### src/rtl/rcd_pkg.sv
// ----------------------------------------------------------------------------
// rcd_pkg
// Shared constants and request/response types of the rotor cipher decryptor.
// ----------------------------------------------------------------------------
package rcd_pkg;

    localparam int DEF_NUM_ROTORS = 3;
    localparam int ALPHA          = 26;
    localparam int IDX_W          = 5;

    localparam logic [7:0] CH_UPPER_A = 8'h41;
    localparam logic [7:0] CH_UPPER_Z = 8'h5A;
    localparam logic [7:0] CH_LOWER_A = 8'h61;
    localparam logic [7:0] CH_LOWER_Z = 8'h7A;
    localparam logic [7:0] CASE_GAP   = 8'h20;

    localparam logic FUNC_LOAD    = 1'b0;
    localparam logic FUNC_DECRYPT = 1'b1;

    typedef struct packed {
        logic             func;
        logic [1:0]       rotor_sel;
        logic [IDX_W-1:0] table_pos;
        logic [IDX_W-1:0] entry_value;
        logic [7:0]       char_in;
    } req_t;

    typedef struct packed {
        logic [7:0] char_out;
        logic       not_found;
    } rsp_t;

    typedef logic [ALPHA-1:0][IDX_W-1:0] row_t;

endpackage

### src/rtl/rotor_cipher_decrypt.sv
// ----------------------------------------------------------------------------
// rotor_cipher_decrypt
// A letter request is searched rotor by rotor in ST_DEC, from the last rotor
// down to rotor 0, and then posted in ST_FIN once the response register is
// free; a non-letter goes straight to ST_FIN, a table load reads and writes
// back its row in ST_LD_WR and gives no response. One request at a time: a
// new request is taken only in ST_IDLE, and an ignored load stays in ST_IDLE.
// Reset clears offsets and control; rotor tables hold nothing until loaded.
// ----------------------------------------------------------------------------
module rotor_cipher_decrypt
    import rcd_pkg::*;
#(
    parameter int NUM_ROTORS = DEF_NUM_ROTORS
)
(
    input  logic clk,
    input  logic rst_n,
    input  logic req_valid,
    output logic req_ready,
    input  req_t req,
    output logic rsp_valid,
    input  logic rsp_ready,
    output rsp_t rsp
);

    localparam int ROT_W = (NUM_ROTORS > 1) ? $clog2(NUM_ROTORS) : 1;

    typedef enum logic [3:0] {
        ST_IDLE  = 4'b0001,
        ST_LD_WR = 4'b0010,
        ST_DEC   = 4'b0100,
        ST_FIN   = 4'b1000
    } state_t;

    state_t                         state_reg, state_next;
    logic [ROT_W-1:0]               sel_reg, sel_next;
    logic [IDX_W-1:0]               pos_reg, pos_next;
    logic [IDX_W-1:0]               val_reg, val_next;
    logic [ROT_W-1:0]               rot_reg, rot_next;
    logic [IDX_W-1:0]               idx_reg, idx_next;
    logic [7:0]                     char_reg, char_next;
    logic                           miss_reg, miss_next;
    logic                           letter_reg, letter_next;
    logic [NUM_ROTORS-1:0][IDX_W-1:0] off_reg, off_next;
    logic                           rsp_valid_reg, rsp_valid_next;
    rsp_t                           rsp_reg, rsp_next;

    row_t                           mem [NUM_ROTORS];
    row_t                           rd_row_reg;
    row_t                           wr_row;
    logic                           rd_en;
    logic [ROT_W-1:0]               rd_addr;
    logic                           mem_we;

    logic                           accept;
    logic [7:0]                     ch_fold;
    logic                           is_letter;
    logic                           found;
    logic [IDX_W-1:0]               hit_pos;
    logic [IDX_W:0]                 sum;
    logic [IDX_W-1:0]               nidx;
    logic                           carry;

    assign req_ready = (state_reg == ST_IDLE);
    assign accept    = req_valid && req_ready;
    assign rsp_valid = rsp_valid_reg;
    assign rsp       = rsp_reg;

    assign ch_fold   = (req.char_in >= CH_LOWER_A && req.char_in <= CH_LOWER_Z)
                     ? req.char_in - CASE_GAP : req.char_in;
    assign is_letter = (ch_fold >= CH_UPPER_A) && (ch_fold <= CH_UPPER_Z);

    // lowest matching position in the row just read
    always_comb
    begin
        found   = 1'b0;
        hit_pos = '0;
        for (int p = ALPHA - 1; p >= 0; p--)
        begin
            if (rd_row_reg[p] == idx_reg)
            begin
                found   = 1'b1;
                hit_pos = IDX_W'(p);
            end
        end
    end

    assign sum  = {1'b0, hit_pos} + {1'b0, off_reg[rot_reg]};
    assign nidx = (sum >= (IDX_W+1)'(ALPHA)) ? IDX_W'(sum - (IDX_W+1)'(ALPHA))
                                               : IDX_W'(sum);

    always_comb
    begin
        wr_row          = rd_row_reg;
        wr_row[pos_reg] = val_reg;
    end

    always_comb
    begin
        state_next     = state_reg;
        sel_next       = sel_reg;
        pos_next       = pos_reg;
        val_next       = val_reg;
        rot_next       = rot_reg;
        idx_next       = idx_reg;
        char_next      = char_reg;
        miss_next      = miss_reg;
        letter_next    = letter_reg;
        off_next       = off_reg;
        rsp_next       = rsp_reg;
        rsp_valid_next = rsp_valid_reg;
        rd_en          = 1'b0;
        rd_addr        = '0;
        mem_we         = 1'b0;
        carry          = 1'b1;

        if (rsp_valid_reg && rsp_ready)
        begin
            rsp_valid_next = 1'b0;
        end

        unique case (state_reg)
            ST_IDLE:
            begin
                if (accept)
                begin
                    if (req.func == FUNC_LOAD)
                    begin
                        if (32'(req.rotor_sel) < NUM_ROTORS && 32'(req.table_pos) < ALPHA)
                        begin
                            sel_next   = ROT_W'(req.rotor_sel);
                            pos_next   = req.table_pos;
                            val_next   = req.entry_value;
                            rd_en      = 1'b1;
                            rd_addr    = ROT_W'(req.rotor_sel);
                            state_next = ST_LD_WR;
                        end
                    end
                    else
                    begin
                        miss_next   = 1'b0;
                        letter_next = is_letter;
                        char_next   = ch_fold;
                        if (is_letter)
                        begin
                            idx_next   = IDX_W'(ch_fold - CH_UPPER_A);
                            rot_next   = ROT_W'(NUM_ROTORS - 1);
                            rd_en      = 1'b1;
                            rd_addr    = ROT_W'(NUM_ROTORS - 1);
                            state_next = ST_DEC;
                        end
                        else
                        begin
                            state_next = ST_FIN;
                        end
                    end
                end
            end
            ST_LD_WR:
            begin
                mem_we     = 1'b1;
                state_next = ST_IDLE;
            end
            ST_DEC:
            begin
                miss_next = miss_reg | ~found;
                idx_next  = nidx;
                if (rot_reg == '0)
                begin
                    char_next  = CH_UPPER_A + 8'(nidx);
                    state_next = ST_FIN;
                end
                else
                begin
                    rot_next = rot_reg - ROT_W'(1);
                    rd_en    = 1'b1;
                    rd_addr  = rot_reg - ROT_W'(1);
                end
            end
            ST_FIN:
            begin
                if (!rsp_valid_reg || rsp_ready)
                begin
                    rsp_next.char_out  = char_reg;
                    rsp_next.not_found = miss_reg;
                    rsp_valid_next     = 1'b1;
                    state_next         = ST_IDLE;
                    // odometer step, rotor 0 fastest
                    if (letter_reg)
                    begin
                        for (int r = 0; r < NUM_ROTORS; r++)
                        begin
                            if (carry)
                            begin
                                if (off_reg[r] == IDX_W'(ALPHA - 1))
                                begin
                                    off_next[r] = '0;
                                end
                                else
                                begin
                                    off_next[r] = off_reg[r] + IDX_W'(1);
                                    carry       = 1'b0;
                                end
                            end
                        end
                    end
                end
            end
            default:
            begin
                state_next = ST_IDLE;
            end
        endcase
    end

    always_ff @(posedge clk or negedge rst_n)
    begin
        if (!rst_n)
        begin
            state_reg     <= ST_IDLE;
            off_reg       <= '0;
            rsp_valid_reg <= 1'b0;
        end
        else
        begin
            state_reg     <= state_next;
            off_reg       <= off_next;
            rsp_valid_reg <= rsp_valid_next;
        end
    end

    always_ff @(posedge clk)
    begin
        sel_reg    <= sel_next;
        pos_reg    <= pos_next;
        val_reg    <= val_next;
        rot_reg    <= rot_next;
        idx_reg    <= idx_next;
        char_reg   <= char_next;
        miss_reg   <= miss_next;
        letter_reg <= letter_next;
        rsp_reg    <= rsp_next;
    end

    // rotor row memory
    always_ff @(posedge clk)
    begin
        if (mem_we)
        begin
            mem[sel_reg] <= wr_row;
        end
        if (rd_en)
        begin
            rd_row_reg <= mem[rd_addr];
        end
    end

    a_letter_enters_search: assert property (@(posedge clk) disable iff (!rst_n)
        (accept && req.func == FUNC_DECRYPT && is_letter) |=>
            (state_reg == ST_DEC && rot_reg == ROT_W'(NUM_ROTORS - 1)))
        else $error("letter request did not start the rotor search");

    a_rsp_from_fin: assert property (@(posedge clk) disable iff (!rst_n)
        $rose(rsp_valid_reg) |-> $past(state_reg) == ST_FIN)
        else $error("response raised outside finish state");

    a_offsets_step_on_letter: assert property (@(posedge clk) disable iff (!rst_n)
        !$stable(off_reg) |-> $past(state_reg == ST_FIN && letter_reg))
        else $error("offsets changed without a letter response");

    a_offset_range: assert property (@(posedge clk) disable iff (!rst_n)
        off_reg[0] < IDX_W'(ALPHA))
        else $error("fast offset out of range");

    a_letter_rsp_upper: assert property (@(posedge clk) disable iff (!rst_n)
        ($rose(rsp_valid_reg) && $past(letter_reg)) |->
            (rsp_reg.char_out >= CH_UPPER_A && rsp_reg.char_out <= CH_UPPER_Z))
        else $error("letter response is not an upper-case letter");

endmodule

### config.mk
export PLATFORM = sky130hd
export DESIGN_NAME = rotor_cipher_decrypt
export DESIGN_NICKNAME = d
export VERILOG_FILES = /design/src/rtl/rcd_pkg.sv /design/src/rtl/rotor_cipher_decrypt.sv
export SDC_FILE = /design/constraint.sdc
export NUM_CORES = 1
export LEC_CHECK = 0
export BUFFER_PORTS_ARGS = -buffer_cell sky130_fd_sc_hd__buf_2
export CAP_MARGIN = 20
export CORE_MARGIN = 4
export CORE_UTILIZATION = 50
export CTS_BUF_LIST = sky130_fd_sc_hd__clkbuf_16
export DETAILED_ROUTE_END_ITERATION = 12
export PLACE_DENSITY = 0.66
export SYNTH_ARGS = -nofsm -noshare
export SYNTH_HDL_FRONTEND = slang
export SYNTH_SLANG_ARGS = --single-unit
export TNS_END_PERCENT = 100
### constraint.sdc
create_clock -name clk -period 12.79 [get_ports clk]
set_clock_uncertainty 0.1 [all_clocks]
set_input_delay 1.9185 -clock clk [delete_from_list [all_inputs] [get_ports clk]]
set_output_delay 1.9185 -clock clk [all_outputs]
set_load 0.005 [all_outputs]
# == Word-level counts from Yosys, hierarchy flattened ==
# Memories as Yosys holds them, arrays and structs flattened. A register that Yosys moved wholly into a read port is not among the register bits.
# Index checks and enable logic that the tools add are counted.
# classes
n_lt_le_gt_ge,10
eq_ne,40
n_reduce_logical,21
muxes,112
n_addsub,9
bitwise,3
# op_table
operator,count
5-bit two-way mux,35
130-bit bitwise mux,1
5-bit equality test,26
1-bit two-way mux,48
8-bit two-way mux,4
5-bit demux with 5-bit select,1
4-bit two-way mux,6
4-bit AND reduction,6
2-bit two-way mux,9
"8-bit by 7-bit >= comparator with 1-bit output, second input constant",2
"8-bit by 7-bit <= comparator with 1-bit output, second input constant",2
8-bit one-hot mux with 2 select lines,1
"5-bit by 1-bit adder with 5-bit output, second input constant",3
"5-bit equality test, second input constant",3
4-bit one-hot mux with 3 select lines,1
5-bit binary-select mux with 2-bit select,1
5-bit one-hot mux with 2 select lines,1
3-bit AND reduction,3
"7-bit by 5-bit adder with 8-bit output, first input constant",1
2-bit one-hot mux with 2 select lines,2
"8-bit by 6-bit subtractor with 8-bit output, second input constant",1
5-bit by 5-bit adder with 6-bit output,1
"6-bit by 5-bit >= comparator with 1-bit output, second input constant",1
1-bit logical AND,6
24 further kinds,30
# word_totals
n_memories,1
input_bits,25
out_inout_bits,11
ram_bits,390
word_cells,211
reg_bits,58
# mem_list
memory,words,word_bits,rd,rd_ports_with_merged_regs,write_ports,line_no,text
mem,3,130,1,1,1,rotor_cipher_decrypt.sv:48,row_t mem [NUM_ROTORS];

# == Longest topological paths before layout ==
# depth
depth_word,33
depth_mapped,22
depth_no_buf,19

# == Worst setup path after synthesis ==
# OpenSTA, ideal clock, no wires.
# synth_timing
kind,reg2reg
from,reg state_reg[3]
to,"mem mem[1][0] (netlist name), enable pin"
period_less_slack_ns,11.483
path_stages_with_launch,3
arrival_time_ns,10.577
required_ns,11.885
path_slack_ns,1.307
cell_sequence,dfrtp_1 > or4b_2 > nor3b_1
# synth_via
elab_chain_len,4
# synth_rtl
item,line_no,text
start: declaration,rotor_cipher_decrypt.sv:35,"state_t state_reg, state_next;"
start signal: assignment,rotor_cipher_decrypt.sv:226,state_reg <= state_next;
4-bit by 2-bit equality test with 1-bit output,rotor_cipher_decrypt.sv:122,unique case (state_reg)
1-bit two-way mux,rotor_cipher_decrypt.sv:122,
1-bit two-way mux,rotor_cipher_decrypt.sv:248,if (mem_we)
1-bit two-way mux (implied by the code),rotor_cipher_decrypt.sv:250,mem[sel_reg] <= wr_row;
end: declaration,rotor_cipher_decrypt.sv:48,
# Every way passes these cells.

# == Worst setup path after layout ==
# layout_timing
from,reg idx_reg[2]
to,"reg char_reg[4], data pin"
# layout_via
elab_chain_len,33
elab_cells_between_ends,59
# layout_rtl
item,line_no,text
start: declaration,rotor_cipher_decrypt.sv:40,"logic [IDX_W-1:0] idx_reg, idx_next;"
start signal: assignment,rotor_cipher_decrypt.sv:238,idx_reg <= idx_next;
5-bit equality test,rotor_cipher_decrypt.sv:80,if (rd_row_reg[p] == idx_reg)
5-bit two-way mux (25 in series),rotor_cipher_decrypt.sv:80,
5-bit two-way mux (*),rotor_cipher_decrypt.sv:80,
5-bit by 5-bit adder with 6-bit output (*),rotor_cipher_decrypt.sv:88,"assign sum = {1'b0, hit_pos} + {1'b0, off_reg[rot_reg]};"
5-bit subtractor or 6-bit by 5-bit >= comparator with 1-bit output (tied branches),rotor_cipher_decrypt.sv:89,assign nidx = (sum >= (IDX_W+1)'(ALPHA)) ? IDX_W'(sum - (IDX_W+1)'(ALPHA))
5-bit two-way mux (*),rotor_cipher_decrypt.sv:89,
7-bit by 5-bit adder with 8-bit output (*),rotor_cipher_decrypt.sv:170,char_next = CH_UPPER_A + 8'(nidx);
8-bit two-way mux (*),rotor_cipher_decrypt.sv:168,if (rot_reg == '0)
8-bit one-hot mux with 2 select lines (*),rotor_cipher_decrypt.sv:122,
via char_next[4],rotor_cipher_decrypt.sv:41,"logic [7:0] char_reg, char_next;"
end signal: assignment,rotor_cipher_decrypt.sv:239,char_reg <= char_next;
end: declaration,rotor_cipher_decrypt.sv:41,
# Mark *: on every way through the listed nets, which the timed path passes. The rest lies on a longest branch. The select of a mux whose other input is x is not followed.
# A chain may end at the register's enable or synchronous reset.

==> metrics.txt <==
worst-path fanout max 21; Final Max Tran Viols 0; clock power share 0.338; Hold Crit Class reg -> reg; main area contributors after synthesis sky130_fd_sc_hd__edfxtp_1 (65%), sky130_fd_sc_hd__mux2_2 (5.8%), sky130_fd_sc_hd__mux2i_1 (5.4%), sky130_fd_sc_hd__o21ai_2 (3.4%), sky130_fd_sc_hd__xor2_1 (2.6%); clock slew seen by the registers of the worst setup and hold paths around 0.06 ns; first-pass GRT wire length between 80000 and 90000 um; Die Y-Extent 235 um; headroom to the max-slew limit 0.211; P_sw 0.00144 W; final cycle utilization of the critical path 0.495; Hold Slack 0.326 ns; max FFs per register 390; startpoint types flip-flop; Core ar. approximately 50000 um2; worst IR drop on VDD about 0.13 mV; Worst-Skew Late Latency just over 0.6 ns; Root Buffer Master sky130_fd_sc_hd__clkbuf_16; switching share of power 0.274; Worst Setup Slack post-DPL 6.47 ns; initial core utilization 0.504; f_max 158 MHz; CP max stage delay 0.78 ns; number of buffers inserted during clock tree synthesis 59; Resized cells post-CTS 0; total iterations of the first detailed-routing run 5; H-Tree Depth 2; final weighted congestion in routability-driven placement 0.769; classification of the worst setup path reg -> reg; clk sinks 578; Syn Inst Count 1680; setup total negative slack 0 ns; drt wl/cell 22.2 um; DRC violations left 0; count of yosys warnings during synthesis 0; WP buf/inv 2; CTS tree yes; number of maximum-capacitance violations 0; power per cell area between 150 and 200 nW/um2; initial antenna violation count 3; Layout fillers 3994; Final WS setup 6.46 ns; count of hold buffers inserted by post-cts repair 0; transition time at the pin with the least slew margin 1.18 ns; count of antenna-violating nets left after detailed routing 0; Flop pwr share 0.472; synthesized netlist net count 1726; leakage power summed over all cells a little over 9 nW; unrepaired setup endpoints after global routing no; number of ports placed on the die boundary 36; CP Data Required Time 13.01 ns; Data arrival, critical path between 6 and 7 ns; violation count after the first detailed-route iteration 1204; library cell with the largest summed area after synthesis sky130_fd_sc_hd__edfxtp_1; total number of vias 14002; slowest cell on the critical path sky130_fd_sc_hd__a2111oi_0; Buffers on Ports 35; delay-heaviest family, CP compound AO/OA/AOI/OAI gates; ys flop type sky130_fd_sc_hd__edfxtp_1; critical path, cell by cell buf_4, xnor2_1, nand3_1, nor3_1, nor2_1, a211o_1, a2111oi_0, o31ai_1, ha_1, fa_1, a211oi_1, nor3b_1, nor4_1, a21boi_0, mux2i_1, ha_1, inv_1, a221oi_1, and3_1, o31ai_1; run status complete, no violations; number of hold-slack violations in the final timing report 0; Area growth syn-to-layout 10.5%; All-Layer GR Usage 0.193; largest net degree at the start of global routing ~150; list of most frequent post-synthesis cells sky130_fd_sc_hd__edfxtp_1 (558), sky130_fd_sc_hd__mux2i_1 (139), sky130_fd_sc_hd__mux2_2 (132), sky130_fd_sc_hd__nand2_2 (101), sky130_fd_sc_hd__o21ai_2 (100); average size of a mapped cell roughly 15 um2; Detailed Place HPWL 30500 um; maximum buffer depth of the clock tree 3; portion of synthesized cell area occupied by the leading cell type 0.649; Post-Synthesis Cell Area 25800 um2; number of flip-flops and latches in the synthesized netlist 578; sequential area share after synthesis 0.668; number of placement rows 83; Die ar. between 50000 and 60000 um2; share of post-route cells with drive strength above 1 0.280; Horiz. Die Dim 235 um; Routed Wire Length around 54000 um; number of setup violations in the final report 0; Post-CTS Setup Inserts 0; most frequent cell after synthesis sky130_fd_sc_hd__edfxtp_1; Post-synth ARST share 0.0346; via density per instance 5.71; combinational power share 0.190; Crit. End Element flip-flop; number of synthesized flops with an enable pin 558; number of nets in the final layout 1768; total gr overflow 0; vias in the first global route 14113; distinct cell type count of the synthesized netlist 68; internal power 0.00380 W; min cycle time layout 6.33 ns
-- cell usage in the layout, fill, tap and decap left out, types with 6 or more instances in the layout --
master                      instances
sky130_fd_sc_hd__mux2i_1          139
sky130_fd_sc_hd__nor2_1            38
sky130_fd_sc_hd__buf_4             19
sky130_fd_sc_hd__nor2b_1            8
sky130_fd_sc_hd__edfxtp_1         558
sky130_fd_sc_hd__bufinv_16         10
sky130_fd_sc_hd__ha_1              20
sky130_fd_sc_hd__clkbuf_16         61
sky130_fd_sc_hd__nand2_1           79
sky130_fd_sc_hd__o211ai_1           7
sky130_fd_sc_hd__o21ai_0           53
sky130_fd_sc_hd__clkinv_2          12
sky130_fd_sc_hd__or3_1              6
sky130_fd_sc_hd__a21oi_1           13
sky130_fd_sc_hd__o21ai_2          100
sky130_fd_sc_hd__nand2b_1          10
sky130_fd_sc_hd__dfrtp_1           19
sky130_fd_sc_hd__clkinv_1          17
sky130_fd_sc_hd__xnor2_1           58
sky130_fd_sc_hd__nor3_1            40
sky130_fd_sc_hd__nand2_2          101
sky130_fd_sc_hd__o31ai_1            8
sky130_fd_sc_hd__mux2_2           132
sky130_fd_sc_hd__inv_1             23
sky130_fd_sc_hd__nand3_1           37
sky130_fd_sc_hd__xor2_1            77
sky130_fd_sc_hd__buf_2             35
-- final timing paths --
check                      cells past startpoint  slack (ns)   startpoint           end
min                                            0        0.33  char_reg[2]        rsp[3]
max                                           20        6.46   idx_reg[2]   char_reg[4]
min reg2reg                                    0        0.33  char_reg[2]        rsp[3]
max reg2reg                                   20        6.46   idx_reg[2]   char_reg[4]
max in group asynchronous                      1       11.09        rst_n  state_reg[0]
min in group asynchronous                      1        1.16        rst_n     rsp_valid
-- metal layers --
metal  vias to the layer above  global-route usage  part of all wire  wire, um
li1                       6421                   -                 -         -
met1                      7189               0.279              0.46     24900
met3                       102              0.0254             0.040      2190
met4                         0              0.0593             0.027      1460
met5                         -                   0                 0         0
met2                       290               0.311              0.48     25800
-- cell type report --
cell class,count,area [um2],share of cell area
clock inverters,48,477,0.0167
inverters,18,67.6,0.00237
repair buffers,57,378,0.0132
flip-flops and latches,578,17300,0.605
diodes,2,5.00,0.000175
multi-input cells,1008,7960,0.279
well taps,680,851,0.0298
clock buffers,61,1530,0.0535
-- cells by family (layout without fill, tap and decap cells) --
family          after synthesis  after routing  synth area share
fa+ha+maj                    21             21            0.0105
buf+inv                      94            184            0.0244
other cells                   0              2                 0
compound gates              220            220            0.0636
simple gates                361            361            0.0758
flops                       578            578             0.668
xor+xnor                    135            135            0.0458
mux                         271            271             0.111
-- stage by stage --
step,power (W),utilization,std cells,cell area (um2)
5_1_grt,0.00546,0.557,2452,28500
3_3_place_gp,0.00347,0.518,2341,26500
2_1_floorplan,0.00329,-,1680,25800
6_report,0.00523,0.557,2452,28500
4_1_cts,0.00527,0.557,2450,28500
3_5_place_dp,0.00350,0.518,2341,26500
-- power by group through the flow --
stage | sequential [W] | clock [W] | combinational (W)
after global placement | 0.00251 | 0 | 0.000968
final | 0.00247 | 0.00177 | 0.000995
after global routing | 0.00248 | 0.00189 | 0.00109
after floorplan | 0.00251 | 0 | 0.000782
after detailed placement | 0.00250 | 0 | 0.000995
after CTS | 0.00247 | 0.00180 | 0.00100
-- worst reg2reg max path, cell delays in order, from the launching register on --
cell and delay (ns):
sky130_fd_sc_hd__edfxtp_1 0.50, sky130_fd_sc_hd__buf_4 0.48, sky130_fd_sc_hd__xnor2_1 0.19, sky130_fd_sc_hd__nand3_1 0.09, sky130_fd_sc_hd__nor3_1 0.32, sky130_fd_sc_hd__nor2_1 0.08
sky130_fd_sc_hd__a211o_1 0.28, sky130_fd_sc_hd__a2111oi_0 0.78, sky130_fd_sc_hd__o31ai_1 0.21, sky130_fd_sc_hd__ha_1 0.28, sky130_fd_sc_hd__fa_1 0.41, sky130_fd_sc_hd__a211oi_1 0.30
sky130_fd_sc_hd__nor3b_1 0.15, sky130_fd_sc_hd__nor4_1 0.62, sky130_fd_sc_hd__a21boi_0 0.19, sky130_fd_sc_hd__mux2i_1 0.23, sky130_fd_sc_hd__ha_1 0.20, sky130_fd_sc_hd__inv_1 0.04
sky130_fd_sc_hd__a221oi_1 0.32, sky130_fd_sc_hd__and3_1 0.23, sky130_fd_sc_hd__o31ai_1 0.08
Note: power is estimated with default switching activity, not from simulation.
